File: src/design/fpba_pkg.sv
// Package for the fit-policy block allocator: sizes, codes, table entry type,
// and the command/status bundles between controller and datapath. No dependencies.
`default_nettype none
package fpba_pkg;

  localparam int MAX_BLOCKS   = 256;
  localparam int HEADER_BYTES = 16;
  localparam int IDX_W        = $clog2(MAX_BLOCKS);
  localparam int CNT_W        = $clog2(MAX_BLOCKS + 1);

  localparam int START_W = 25;
  localparam int BYTES_W = 22;
  localparam int SEG_W   = 26;
  localparam int KIB_W   = 16;

  localparam logic [BYTES_W-1:0] REQ_MIN     = 22'd128;
  localparam logic [BYTES_W-1:0] REQ_MAX     = 22'd2097152;
  localparam logic [KIB_W-1:0]   SEG_KIB_MIN = 16'd32;
  localparam logic [KIB_W-1:0]   SEG_KIB_MAX = 16'd32768;
  localparam int                 KIB_SHIFT   = 10;

  typedef enum logic [0:0] {
    REG_SEGMENT_KIB = 1'b0,
    REG_FIT_METHOD  = 1'b1
  } reg_index_t;

  typedef enum logic [1:0] {
    FIT_FIRST = 2'd0,
    FIT_BEST  = 2'd1,
    FIT_WORST = 2'd2,
    FIT_NONE  = 2'd3
  } fit_t;

  typedef enum logic [2:0] {
    ST_OK        = 3'd0,
    ST_BAD_SIZE  = 3'd1,
    ST_NO_GAP    = 3'd2,
    ST_FULL      = 3'd3,
    ST_NOT_FOUND = 3'd4
  } status_t;

  typedef enum logic [0:0] {
    OP_ALLOC   = 1'b0,
    OP_RELEASE = 1'b1
  } op_t;

  typedef struct packed {
    logic [START_W-1:0] start;
    logic [BYTES_W-1:0] bytes;
  } entry_t;

  typedef enum logic [1:0] {
    RD_IDX  = 2'd0,
    RD_JM1  = 2'd1,
    RD_JP1  = 2'd2
  } rd_sel_t;

  typedef enum logic [3:0] {
    S_IDLE, S_CHECK, S_GAP_RD, S_GAP_EV, S_PLACE, S_INS_RD, S_INS_WR,
    S_INS_PUT, S_FIND_RD, S_FIND_EV, S_DEL_RD, S_DEL_WR, S_DONE
  } state_t;

  typedef struct packed {
    logic    load;
    logic    scan_init;
    logic    gap_eval;
    logic    idx_inc;
    logic    rd_en;
    rd_sel_t rd_sel;
    logic    ins_init;
    logic    del_init;
    logic    j_dec;
    logic    j_inc;
    logic    wr_up;
    logic    wr_dn;
    logic    put;
    logic    cnt_dec;
    logic    set_res;
    status_t res_code;
  } cmd_t;

  typedef struct packed {
    logic is_release;
    logic size_bad;
    logic full;
    logic cnt_zero;
    logic idx_last;
    logic idx_next_last;
    logic hit;
    logic found;
    logic j_at_pick;
    logic j_next_end;
  } stat_t;

endpackage
`default_nettype wire

File: src/design/fpba_ctrl.sv
// Sequencer for the block allocator: steps the gap scan, table shifts and result.
// Depends on fpba_pkg.
`default_nettype none
module fpba_ctrl import fpba_pkg::*; (
  input  logic  clk,
  input  logic  rst,
  input  logic  in_valid,
  output logic  in_ready,
  output logic  out_valid,
  input  logic  out_ready,
  input  stat_t st,
  output cmd_t  cmd
);

  state_t state, state_next;

  always_ff @(posedge clk) begin
    if (rst) begin
      state <= S_IDLE;
    end else begin
      state <= state_next;
    end
  end

  always_comb begin
    state_next = state;
    cmd        = '0;
    cmd.rd_sel = RD_IDX;
    cmd.res_code = ST_OK;
    in_ready   = 1'b0;
    out_valid  = 1'b0;
    case (state)
      S_IDLE: begin
        in_ready = 1'b1;
        if (in_valid) begin
          cmd.load   = 1'b1;
          state_next = S_CHECK;
        end
      end
      S_CHECK: begin
        cmd.scan_init = 1'b1;
        if (st.is_release) begin
          if (st.cnt_zero) begin
            cmd.set_res  = 1'b1;
            cmd.res_code = ST_NOT_FOUND;
            state_next   = S_DONE;
          end else begin
            state_next = S_FIND_RD;
          end
        end else if (st.size_bad) begin
          cmd.set_res  = 1'b1;
          cmd.res_code = ST_BAD_SIZE;
          state_next   = S_DONE;
        end else if (st.full) begin
          cmd.set_res  = 1'b1;
          cmd.res_code = ST_FULL;
          state_next   = S_DONE;
        end else begin
          state_next = S_GAP_RD;
        end
      end
      S_GAP_RD: begin
        cmd.rd_en  = 1'b1;
        state_next = S_GAP_EV;
      end
      S_GAP_EV: begin
        cmd.gap_eval = 1'b1;
        if (st.idx_last) begin
          state_next = S_PLACE;
        end else begin
          cmd.idx_inc = 1'b1;
          state_next  = S_GAP_RD;
        end
      end
      S_PLACE: begin
        if (!st.found) begin
          cmd.set_res  = 1'b1;
          cmd.res_code = ST_NO_GAP;
          state_next   = S_DONE;
        end else begin
          cmd.ins_init = 1'b1;
          state_next   = S_INS_RD;
        end
      end
      S_INS_RD: begin
        if (st.j_at_pick) begin
          state_next = S_INS_PUT;
        end else begin
          cmd.rd_en  = 1'b1;
          cmd.rd_sel = RD_JM1;
          state_next = S_INS_WR;
        end
      end
      S_INS_WR: begin
        cmd.wr_up  = 1'b1;
        cmd.j_dec  = 1'b1;
        state_next = S_INS_RD;
      end
      S_INS_PUT: begin
        cmd.put      = 1'b1;
        cmd.set_res  = 1'b1;
        cmd.res_code = ST_OK;
        state_next   = S_DONE;
      end
      S_FIND_RD: begin
        cmd.rd_en  = 1'b1;
        state_next = S_FIND_EV;
      end
      S_FIND_EV: begin
        if (st.hit) begin
          cmd.del_init = 1'b1;
          state_next   = S_DEL_RD;
        end else if (st.idx_next_last) begin
          cmd.set_res  = 1'b1;
          cmd.res_code = ST_NOT_FOUND;
          state_next   = S_DONE;
        end else begin
          cmd.idx_inc = 1'b1;
          state_next  = S_FIND_RD;
        end
      end
      S_DEL_RD: begin
        if (st.j_next_end) begin
          cmd.cnt_dec  = 1'b1;
          cmd.set_res  = 1'b1;
          cmd.res_code = ST_OK;
          state_next   = S_DONE;
        end else begin
          cmd.rd_en  = 1'b1;
          cmd.rd_sel = RD_JP1;
          state_next = S_DEL_WR;
        end
      end
      S_DEL_WR: begin
        cmd.wr_dn  = 1'b1;
        cmd.j_inc  = 1'b1;
        state_next = S_DEL_RD;
      end
      S_DONE: begin
        out_valid = 1'b1;
        if (out_ready) begin
          state_next = S_IDLE;
        end
      end
      default: begin
        state_next = S_IDLE;
      end
    endcase
  end

endmodule
`default_nettype wire

File: config.mk
export PLATFORM = sky130hd
export DESIGN_NAME = fpba_ctrl
export DESIGN_NICKNAME = d
export VERILOG_FILES = /design/src/design/fpba_pkg.sv /design/src/design/fpba_ctrl.sv
export SDC_FILE = /design/constraint.sdc
export NUM_CORES = 1
export LEC_CHECK = 0
export ABC_AREA = 1
export BUFFER_PORTS_ARGS = -buffer_cell sky130_fd_sc_hd__buf_2
export CAP_MARGIN = 20
export CORE_MARGIN = 2
export CORE_UTILIZATION = 40
export CTS_CLUSTER_SIZE = 20
export DETAILED_ROUTE_END_ITERATION = 8
export PLACE_DENSITY = 0.77
export SYNTH_ARGS = -nofsm -noshare
export SYNTH_HDL_FRONTEND = slang
export SYNTH_SLANG_ARGS = --single-unit
File: constraint.sdc
create_clock -name clk -period 1.4 [get_ports clk]
set_clock_uncertainty 0.15 [all_clocks]
set_input_delay 0.28 -clock clk [delete_from_list [all_inputs] [get_ports clk]]
set_output_delay 0.28 -clock clk [all_outputs]
set_load 0.03 [all_outputs]
==> summary by stage, run 1 <==
Floorplanning
The height of the die is 40.72 um. 35 I/O pins were placed. The horizontal extent of the die is 40.72 um. In this run the core area contains 13 standard-cell rows. The effective utilization at floorplan is 41.97%.

Run status
The run stopped with a tool error. The flow stopped in clock tree synthesis. The first error in the log reads "[ERROR DPL-0033] detailed placement checks failed during check placement".

Yosys
For this run, the number of Yosys warnings is 0. The flip-flop and latch count after synthesis is 4. The synthesized area per cell is ~5.4 um^2. Synthesis handed over a netlist of 99 instances. The sequential element share of the synthesized area is 14.85%. The number of distinct library cells after synthesis is 19. Summing every instance area after synthesis gives 539.3 um^2.

The net count after synthesis is 113.

Placement
During placement, the flow inserted port buffers numbering 34. The half-perimeter wire length after placement is 1.631 mm. The number of cells in the design after placement is 169.

The congestion estimate from routability-driven global placement came to 0.8112.

Clocking
The number of clock sinks is 4. CTS built an H-tree with a depth of 1. Buffers inserted to repair hold after CTS numbered 0. The cell at the root of the clock tree is sky130_fd_sc_hd__clkbuf_4. The number of gates resized after CTS was 72.

Counting along the longest clock path gives a buffer depth of 2. Once the clock tree was built, the setup fixing pass inserted 5 buffers. In this run, CTS created clock tree buffers numbering 3.
-- metrics by stage --
step	util [%]	hold WS, ns	setup WS, ns	instance area [um^2]
global placement	77.41	0.3332	-0.1706	994.7
detailed placement	77.41	0.3415	-0.2142	994.7
floorplan	-	0.1894	-0.2141	655.6
-- Yosys cell counts (all sizes together) --
| cell type | n | area, um^2 |
|---|---|---|
| clkinv | 1 | 5.000 |
| o21ai | 4 | 20.01 |
| a22oi | 1 | 7.510 |
| nand2 | 21 | 78.83 |
| o41ai | 2 | 17.52 |
| buf | 2 | 15.01 |
| nand3 | 9 | 45.04 |
| dfxtp | 4 | 80.08 |
| nand4 | 3 | 18.77 |
| nor3 | 2 | 10.01 |
| nand3b | 2 | 18.77 |
| a21oi | 2 | 10.01 |
| inv | 25 | 93.84 |
| nor2 | 21 | 118.9 |
-- cell families after synthesis --
family / synth area share (%)
buffers and inverters: 21.11
flip-flops: 14.85
AO/OA/AOI/OAI: 10.21
AND/OR/NAND/NOR: 53.83
==> inputs of run 2 (changes only) <==
CORE_AREA = 2 2 63 65   (was default)
CORE_MARGIN = default   (was 2)
CORE_UTILIZATION = default   (was 40)
CTS_CLUSTER_SIZE = default   (was 20)
DIE_AREA = 0 0 65 67   (was default)
PLACE_DENSITY = default   (was 0.77)
PLACE_DENSITY_LB_ADDON = 0.15   (was default)
==> summary by stage, run 2 <==
Run status
The flow ran to the end, but the final reports show violations. The final reports fail on negative setup slack.

Critical path
The capturing element type of the critical path is an output port. STA puts the critical path data required time at 0.97 ns. At the worst endpoint, the arrival time is 1.32 ns. The worst setup path is of the flip-flop to output port kind. The launching element type of the critical path is a flip-flop. The peak fanout along the critical path is 5. The reg-to-reg setup timing slack is -0.11 ns. The worst reg2reg path depth is 11.

Global routing
The global router's overall resource usage is 10.96%. The number of antenna violations at the first check in global routing is 0. The number of global-route vias before repair is ~860. The total global routing overflow is 0. The maximum number of pins on one net before global-route repair is 6. The first global-routing pass estimated 3.643 mm of wire.

Power and ir drop
For this design the total switching power over the nets is around 1.3 mW. Total power for the finished layout comes to 2.583 mW. Across the VDD grid, the largest voltage drop is roughly 420 uV. The switching share of power is 48.77%. The clock network accounts for 10.0% of the total power. Summed over all cells, the static leakage comes to 0.8207 nW.

The power density relative to cell area is 1838 nW/um^2. The portion of total power attributed to combinational logic is 78.9%. Cell internal power was estimated by the tool at ~1.3 mW. The part of the power in registers is 11.1%.

Yosys
For this run, the leading register cell type out of synthesis is sky130_fd_sc_hd__dfxtp_1. By count the netlist is led by sky130_fd_sc_hd__inv_1, sky130_fd_sc_hd__nand2_1, sky130_fd_sc_hd__nor2_1. The sequential element share of the synthesized area is 14.85%. The area share of the largest cell type after synthesis is 15.31%. The area of the mapped netlist is about 540 um^2. The cell accounting for the most synthesized area is sky130_fd_sc_hd__inv_1. Counting every net in the synthesized netlist gives 113. The most common cell in the netlist is sky130_fd_sc_hd__inv_1. Yosys printed 0 warnings.

Of all flip-flops after synthesis, the portion carrying an async set or reset was 0%. In this run the mean area of a mapped cell was 5.447 um^2. The post-synthesis instance total is 99. The flip-flop and latch count after synthesis is 4.

By area the synthesized netlist is led by sky130_fd_sc_hd__inv_1, sky130_fd_sc_hd__dfxtp_1, sky130_fd_sc_hd__nand2_1. After synthesis, the netlist uses 19 different library cells. Yosys mapped a number of flops with a built-in enable equal to 0.

Floorplanning
The standard cell core area is 3606 um^2. Once the floorplan was initialized, standard cells occupied 14.95% of the core. The initialized floorplan defines 22 standard-cell rows.

The overall die area is 4355 um^2. The horizontal extent of the die is 65 um. The number of I/O pins is 35. The height of the die is 67 um.

Job
The max-cap violation count is 0.

Route
In this run, the number of DRC markers left after iteration 0 of detailed routing was 27. The count of unresolved DRC violations after routing is 0. The final antenna-violating net count is 0. The routed wirelength normalized by instance count is 10.20 um. Detailed routing inserted a total of around 870 vias. The iteration count of the initial detailed-routing pass is 4. The routed wire length is about 2.2 mm.

The number of vias per cell after detailed routing is 3.977.

STA
The final critical-path setup slack is -0.3510 ns. For this run, the top clock speed supported by timing is 571.1 MHz. The time the final worst path needs with I/O delays and setup is 1.751 ns. The final number of max-transition violations is 0. The hold violation count in the final report was 0. The worst relative slew slack is 84.43%.

The count of final setup violators is 23. The fraction of the cycle the final worst path needs is 125.1%. The tightest hold path in the finished design has a slack of 0.1171 ns. At the pin with the least slew margin, the transition time is 0.2328 ns. Setup repair after global routing could not meet its margin everywhere.

Layout
The number of flip-flops under the largest register name is 4. The number of antenna diodes in the final layout is 0. In the final layout, the registers with the most flip-flops are state x4.

Relative to the synthesized area, the layout overhead comes to 160.6%. The sequential cell area is 95.09 um^2. The most flop-heavy register is state. The area of all placed cells without fillers is 1405 um^2. The post-route netlist has 70.76% of its cells at a drive strength greater than 1. The library cells used most frequently in the layout, excluding fill and tap cells, are sky130_fd_sc_hd__buf_4, sky130_fd_sc_hd__buf_6, sky130_fd_sc_hd__inv_1, sky130_fd_sc_hd__buf_2, sky130_fd_sc_hd__nor2_4. The final layout contains 186 nets. Summing all multi-input logic gate instances after layout gives 514.2 um^2. The number of inserted filler cells in the final layout is 412.

The most common cell after layout, fill and taps aside is sky130_fd_sc_hd__buf_4. Measured on the finished design, the core utilization comes to 38.97%.

Placement
The number of buffers added on ports is 34. The placed instances occupy a cell area of slightly above 1000 um^2. The routability congestion estimate is roughly 0.81. The HPWL after detailed placement is approximately 1.8 mm.

Min path
Along the worst hold path, the cell count comes to 2. The path class of the tightest hold or removal check is primary input to flip-flop.

Clocking
In this run, post-CTS hold repair placed 0 buffers. The clock latency on the worst-skew pair is ~0.22 ns. The tree built by TritonCTS fans out to 4 sinks. In this run the clock root is driven by a sky130_fd_sc_hd__clkbuf_8. The clock-pin transition on the worst setup and hold timing paths is 0.03 ns.

TritonCTS built the clock tree. The total number of H-tree levels is 1. TritonCTS created 3 clock buffers.

The buffer depth of the longest clock path is 2.
[run 2: cell families (layout without fill, tap and decap cells)]
logic type / Yosys count / in the layout / synth area share, %
and+or+nand+nor: 58 / 58 / 53.83
DFF: 4 / 4 / 14.85
AOI/OAI and AO/OA: 9 / 9 / 10.21
buffers and inverters: 28 / 100 / 21.11
[run 2: layer usage]
metal	part of all wire [%]	vias to the layer above	GRT usage (%)
met5	0	-	0
met4	2.6	0	5.851
met3	4.7	5	2.196
met2	51	24	19.85
met1	41	389	11.98
li1	-	453	-
[run 2: power groups by stage]
stage,Combinational (mW),Sequential (mW),Clock [mW]
after global routing,2.18,0.296,0.276
after floorplan,0.933,0.258,0
after CTS,1.95,0.284,0.266
final,2.04,0.287,0.257
after global placement,1.51,0.255,0
after detailed placement,1.51,0.256,0
[run 2: metrics by stage]
stage / setup TNS, ns / setup slack (ns) / instances
global placement: -2.404 / -0.3224 / 202
detailed placement: -2.411 / -0.3004 / 202
global route: -7.318 / -0.4120 / 219
finish: -5.786 / -0.3510 / 219
CTS: -6.191 / -0.3595 / 217
floorplan: -1.199 / -0.2141 / 99
[run 2: worst paths after layout]
path                                from  endpoint
worst min register to register  state[3]  state[3]
worst min-delay path                 rst  state[0]
worst max register to register  state[1]  state[0]
worst max-delay path            state[2]    cmd[3]
[run 2: layout make-up]
type                            instances  area share, %
Tap cell                               48          4.274
Clock buffer                            4          3.206
Multi-Input combinational cell         67          36.60
Timing Repair Buffer                   70          41.50
Inverter                               26          7.658
Sequential cell                         4          6.768
[run 2: what timing repair did]
action | 4_1_cts | 5_1_grt
endpoints found under the setup margin | 24 | 25
pin swaps | 10 | 6
cloned | 0 | 0
hold endpoints to repair | 0 | 0
setup buffers | 11 | 3
gates resized for setup | 65 | 12
[run 2: worst max-delay path: stages (launching register included)]
cell and delay [ns]:
sky130_fd_sc_hd__dfxtp_4 0.39, sky130_fd_sc_hd__inv_4 0.05, sky130_fd_sc_hd__nor2_4 0.15, sky130_fd_sc_hd__nand3b_1 0.19
sky130_fd_sc_hd__nand4_1 0.17, sky130_fd_sc_hd__buf_6 0.14
Note: power is estimated with default switching activity, not from simulation.
==> inputs of run 3 (changes only) <==
REMOVE_ABC_BUFFERS = 1   (was default)
==> summary by stage, run 3 (synthesis results as in run 2) <==
Run status
The flow ran to the end, but the final reports show violations. The checks that failed: negative setup slack.

Global routing
The first-pass GRT wire length is 3.615 mm. The number of global-route vias before repair is 851. The number of antenna violations at the first check in global routing is 0. Global routing used 10.78% of the available tracks across all layers. Entering global routing, the biggest net connects 6 pins. Summed over all layers, the global routing overflow is 0.

STA
Setup repair after global routing could not meet its margin everywhere. In the finished design, the share of the clock period the worst path needs comes to 124.9%. The worst relative slew slack is 84.00%.

The worst-margin pin slew is 0.2375 ns. The final number of max-transition violations was 0. The hold violation count in the final report is 0. After layout, the worst setup slack is -0.3491 ns. For the final routed database, the setup TNS stands at -5.794 ns.

After layout, the minimum clock period comes to between 1.5 and 2 ns. Derived from the worst setup path, the maximum achievable clock frequency is 571.7 MHz. The count of final setup violators is 25.

Floorplanning
The die covers ~4400 um^2. The floorplan step set the die height to about 67 um. The number of I/O pins is 35.

The standard cell core area is 3606 um^2. In this run the horizontal extent of the chip is roughly 65 um. The number of rows in the core area is 22. The effective utilization at floorplan is 14.95%.

Clocking
The total of hold buffers inserted after clock tree synthesis is 0. The clock-pin transition on the worst setup and hold timing paths is approximately 0.030 ns. The tree built by TritonCTS fans out to 4 sinks. Clock latency on the worst-skew pair, taken at its later pin, is roughly 0.22 ns. The CTS tree is done. The total CTS buffers is 3.

CTS built an H-tree with a depth of 1. In this run the deepest clock path goes through 2 buffers. Clock tree synthesis selected as its root buffer the cell sky130_fd_sc_hd__clkbuf_8.

Layout
The post-route netlist has 70.18% of its cells at a drive strength greater than 1. The sequential cells in the finished layout cover a total of 95.09 um^2. The library cell used most frequently in the layout, excluding fill and tap cells, is sky130_fd_sc_hd__buf_4. The register with the most flip-flops in the layout has 4 of them. Fill cells in the final layout number 395. The area added between synthesis and finish is 159.9%. The library cells used most frequently in the layout, excluding fill and tap cells, are sky130_fd_sc_hd__buf_4, sky130_fd_sc_hd__buf_6, sky130_fd_sc_hd__inv_1, sky130_fd_sc_hd__buf_2, sky130_fd_sc_hd__nand2_1. The antenna cell count is 0. Cells fill 38.86% of the core in the end. The largest registers in the layout are state x4.

For this run, the post-layout net count is 187. The most flop-heavy register is state. The number of standard cells in the final layout excluding fillers is ~220. Summing all multi-input logic gate instances after layout gives 493.0 um^2.

Critical path
The slowest stage of the critical path belongs to the cell sky130_fd_sc_hd__dfxtp_4. The capturing element type of the critical path is an output port. Walking the worst path, the cells encountered are nor2_4, inv_2, nor2_4, o21ai_1, nand4_1, buf_6. On the worst path, the slowest cell contributes a delay of 0.35 ns. The reg-to-reg setup timing slack is -0.09 ns. The peak fanout along the critical path is 4. The worst register-to-register path begins at state[2]. The endpoint identified for the worst register-to-register timing path is state[3].

The worst reg2reg path depth is 8. The type of the worst setup path is flip-flop to output port. The launching element type of the critical path is a flip-flop. Data on the critical path arrives at its endpoint at 1.32 ns. In this design, the critical path's most frequently occurring cell is sky130_fd_sc_hd__nor2_4. At the worst endpoint, the required time is 0.97 ns.

Placement
Once placement completed, the tool counted placed cells totaling 207. The congestion estimate from routability-driven global placement came to just under 0.8. The half-perimeter wire length after placement is 1.806 mm. The number of buffers added on ports is 34.

Power and ir drop
Across the VDD grid, the largest voltage drop is between 500 and 600 uV. Dividing total power by cell area gives a power density of 1826 nW/um^2. In this run the static leakage power is 0.8008 nW.

The total power is 2.559 mW.

Route
For this block, the routed nets add up to between 2 and 2.5 mm of wire. The detailed-route via count is 881. The number of vias per cell after detailed routing is 4.023. Dividing the detail-routed wire length by the instance count gives between 10 and 15 um. In this run, the number of DRC markers left after iteration 0 of detailed routing was 40. In the routed design, unresolved DRC markers number 0. The final antenna-violating net count is 0. Before antenna repair, the detailed router went through 3 iterations.

Job
The tool flagged a number of max-cap violations equal to 0.

Min path
The terminating pin of the worst hold path is state[0]. The worst hold path belongs to the class primary input to flip-flop. The startpoint identified for the worst hold timing path is rst. Along the worst hold path, the cell count comes to 2.
run 3: cell types whose count changed in the layout (fill, tap and decap cells not counted), sizes merged:
| cell | before | now |
|---|---|---|
| clkinv | 0 | 1 |
| inv | 26 | 25 |
| buf | 70 | 71 |
| clkbuf | 4 | 3 |
run 3: per-stage QoR:
step	worst slack [ns]	cell area, um^2	hold slack, ns
2_1_floorplan	-0.9560	524.3	0.1969
3_3_place_gp	-0.2265	964.7	0.3432
3_5_place_dp	-0.2771	964.7	0.3498
4_1_cts	-0.3420	1269	0.1149
5_1_grt	-0.4158	1401	0.1247
6_report	-0.3491	1401	0.1069
run 3: critical path: cells and delay by family, from the launching register on:
family          cells  cell delay [ns]
buf+inv             2             0.23
flops               1             0.35
compound gates      1             0.12
simple gates        3             0.40
run 3: how the worst max path moves through the flow:
| stage | start | to | cells after the start | slack [ns] |
|---|---|---|---|---|
| after floorplan | state[2] | cmd[7] | 4 | -0.96 |
| after global placement | state[3] | cmd[1] | 4 | -0.23 |
| after detailed placement | state[3] | cmd[1] | 4 | -0.28 |
| after CTS | state[2] | cmd[3] | 7 | -0.34 |
| after global routing | state[3] | cmd[3] | 7 | -0.42 |
| final | state[2] | cmd[3] | 6 | -0.35 |
run 3: report_power, final:
part	switching (mW)	internal [mW]	total, mW
sequential	0.0978	0.187	0.284
combinational	1.08	0.950	2.03
clock	0.0575	0.183	0.241
run 3: repair_timing:
| item | 4_1_cts | 5_1_grt |
|---|---|---|
| gates cloned | 0 | 0 |
| pin swaps | 10 | 9 |
| buffers inserted | 5 | 5 |
| gates resized for setup | 71 | 34 |
| endpoints found under the setup margin | 25 | 25 |
| endpoints found under the hold margin | 0 | 0 |
run 3: cell type report:
cell class	count	area share, %
Clock buffer	3	2.946
Inverter	26	7.857
Multi-Input combinational cell	67	35.18
Tap cell	48	4.286
Sequential cell	4	6.786
Timing Repair Buffer	71	42.95
run 3: per-layer routing:
layer / wire, um / global-route usage [%] / vias to the layer above
met5: 0 / 0 / -
met3: 100 / 2.196 / 6
li1: - / - / 457
met4: 52 / 5.319 / 0
met1: 935 / 12.27 / 393
met2: 1146 / 19.07 / 25
==> inputs of run 4 (changes only) <==
ABC_AREA = default   (was 1)
SKIP_LAST_GASP = 1   (was default)
==> summary by stage, run 4 <==
Yosys
The synthesized area per cell is between 7 and 8 um^2. The number of distinct library cells after synthesis is 40. The post-synthesis instance total is 77. The share of the Yosys chip area taken by registers is 14.04%. The area of the mapped netlist is 570.5 um^2. The count of flip-flops with a built-in enable after synthesis is 0. Of all flip-flops after synthesis, the portion carrying an async set or reset was 0%.

The most common cell in the synthesized netlist is sky130_fd_sc_hd__nor2_1. The number of warnings issued by yosys is 0. Summed over all instances, the cell type with the most area after synthesis is sky130_fd_sc_hd__dfxtp_1.

The flip-flop and latch count after synthesis is 4. In the post-synthesis netlist, the biggest area contributors are sky130_fd_sc_hd__dfxtp_1, sky130_fd_sc_hd__buf_6, sky130_fd_sc_hd__nor2_1. The leading register cell type out of synthesis is sky130_fd_sc_hd__dfxtp_1.

The area share of the largest cell type after synthesis is 14.04%.

Clocking
The number of clock sinks is 4. TritonCTS built the clock tree. The total CTS buffers is 3. The cell at the root of the clock tree is sky130_fd_sc_hd__clkbuf_8. The total of hold buffers inserted after clock tree synthesis is 0. Clock-pin slew was measured on the worst setup and hold paths at 0.03 ns. At the later pin of the worst-skew pair, clock insertion delay measures 0.22 ns. The total number of H-tree levels is 1.

The buffer depth of the longest clock path is 2.

Route
The count of unresolved DRC violations after routing is 0. The detailed-route via count is ~860. The final antenna-violating net count is 0. The DRC marker count from the first detailed-route iteration is 28. The iteration count of the initial detailed-routing pass is 2. The routed wirelength normalized by instance count is 12.37 um.

The number of vias per cell after detailed routing is 4.430. For this block, the routed nets add up to 2.387 mm of wire.

STA
In this run the tightest slew margin relative to its limit is roughly two thirds. In the final timing run, aggregate negative setup slack is -8.801 ns. The time the final worst path needs with I/O delays and setup is 1.957 ns. Setup repair after global routing could not meet its margin everywhere. The worst-margin pin slew is 0.5033 ns.

The count of final setup violators is 25. Once routing completed, OpenROAD measured the worst setup slack at -0.5568 ns. The hold violation count in the final report is 0. The achievable clock frequency is 511.0 MHz. The smallest hold slack is around 0.15 ns. The fraction of the cycle the final worst path needs is 139.8%. The final number of max-transition violations is 0.

Critical path
The startpoint identified for the worst register-to-register timing path is state[1]. In this run the worst path has a maximum fanout of 8. Data on the critical path is required at its endpoint by between 0.9 and 1 ns. Walking the worst path, the cells encountered are buf_8, nor3_4, a21oi_2, or3b_4, nand4_1, buf_6. Tracing the worst setup path back leads to its startpoint at state[0].

Data arrives at the worst endpoint at 1.53 ns. The delay of the slowest cell on the worst path is approximately 0.38 ns. Among all stages on the critical path, the largest delay is contributed by sky130_fd_sc_hd__or3b_4. The launching element type of the critical path is a flip-flop.

The type of the worst setup path is flip-flop to output port. The capturing element type of the critical path is an output port. The worst register-to-register path has a depth of 8.

Layout
The register with the most flip-flops in the layout has 4 of them. The most flop-heavy register is state. The library cell used most frequently in the layout, excluding fill and tap cells, is sky130_fd_sc_hd__buf_4.

From synthesis to final layout, the design area changed by 145.0%. For this run, the share of the core covered by cells in the final layout is 38.76%. Once layout is done, the placed cells without fillers occupy 1398 um^2. The antenna cell count is 0.

The library cells used most frequently in the layout, excluding fill and tap cells, are sky130_fd_sc_hd__buf_4, sky130_fd_sc_hd__buf_6, sky130_fd_sc_hd__buf_2, sky130_fd_sc_hd__nor2_1. Summing all multi-input logic gate instances after layout gives 571.8 um^2. The filler cells instantiated in the layout total 375. The layout net count is 161. Summing all flip-flop and latch instances after layout gives 90.09 um^2. The share of final-layout standard cells stronger than drive strength 1 is 77.93%.

In the final layout, the registers with the most flip-flops are state x4.

Floorplanning
The overall die area is roughly 4400 um^2. The floorplan step set the die height to 67 um. The effective utilization at floorplan is roughly 16%. The number of rows in the core area is 22. The standard cell core area is 3606 um^2. From left edge to right edge, the die measures 65 um.

35 I/O pins were placed.

Power and ir drop
The worst IR drop on VDD is 598.7 uV. The analysis attributes to cell leakage a power of 0.6363 nW. After layout, the design draws a total of 2.930 mW. For this design the ratio of total power to cell area is 2096 nW/um^2.

Run status
The final reports fail on negative setup slack. The flow ran to the end, but the final reports show violations.

Placement
The half-perimeter wire length after placement is 1.552 mm. The routability congestion estimate is 0.7307. In this run the cell area measured after placement is 870.8 um^2. The number of buffers added on ports is 34.

Global routing
In the global route stage, overall resource usage came out at 11.49%. The number of antenna violations at the first check in global routing is 0. The number of global-route vias before repair is 763.

The first-pass GRT wire length is between 3 and 4 mm. Entering global routing, the biggest net connects 11 pins. The total global routing overflow is 0.

Min path
The class of the most critical hold timing path is primary input to flip-flop. The startpoint identified for the worst hold timing path is rst. The worst hold path passes through 2 cells.

Job
The max-cap violation count is 0.
## run 4: cell families (layout without fill, tap and decap cells)
group	count (synthesis)	after routing	share of synthesized area (%)
compound gates	18	18	24.56
simple gates	43	43	43.42
buf+inv	12	80	17.98
flops	4	4	14.04
## run 4: final timing paths
path / endpoint / slack, ns
max: cmd[3] / -0.56
min: state[3] / 0.15
max reg2reg: state[2] / -0.42
min reg2reg: state[3] / 0.56
## run 4: power by group
group | internal, mW | switching, mW
Clock | 0.183 | 0.0569
Combinational | 1.24 | 1.20
Sequential | 0.188 | 0.0638
## run 4: cell type report
cell class,instances,share of cell area (%)
multi-input cells,61,40.91
flip-flops and latches,4,6.446
inverters,4,1.253
repair buffers,73,44.14
clock buffers,3,2.954
well taps,48,4.297
## run 4: repair_timing
item                       in CTS  in global routing
setup buffers                  11                  5
resized for setup              62                 37
pin swaps                      11                 14
setup endpoints to repair      25                 25
cloned                          2                  0
## run 4: critical path, delay by kind of cell (launching register included)
kind            cells  cell delay, ns
buf+inv             2            0.27
simple gates        3            0.67
compound gates      1            0.04
flops               1            0.32
## run 4: metal layers
metal  global-route usage (%)  up-vias  routed length [um]
li1                         -      424                   -
met1                    14.56      397                1078
met2                    18.04       32                1120
met3                    3.378        2                 160
met4                    4.787        0                  27
met5                        0        -                   0
## run 4: metrics by stage
step / instances / setup WS [ns]
after global routing: 193 / -0.6189
after floorplan: 69 / -1.002
after detailed placement: 172 / -0.4332
final: 193 / -0.5568
after CTS: 188 / -0.5706
after global placement: 172 / -0.4423
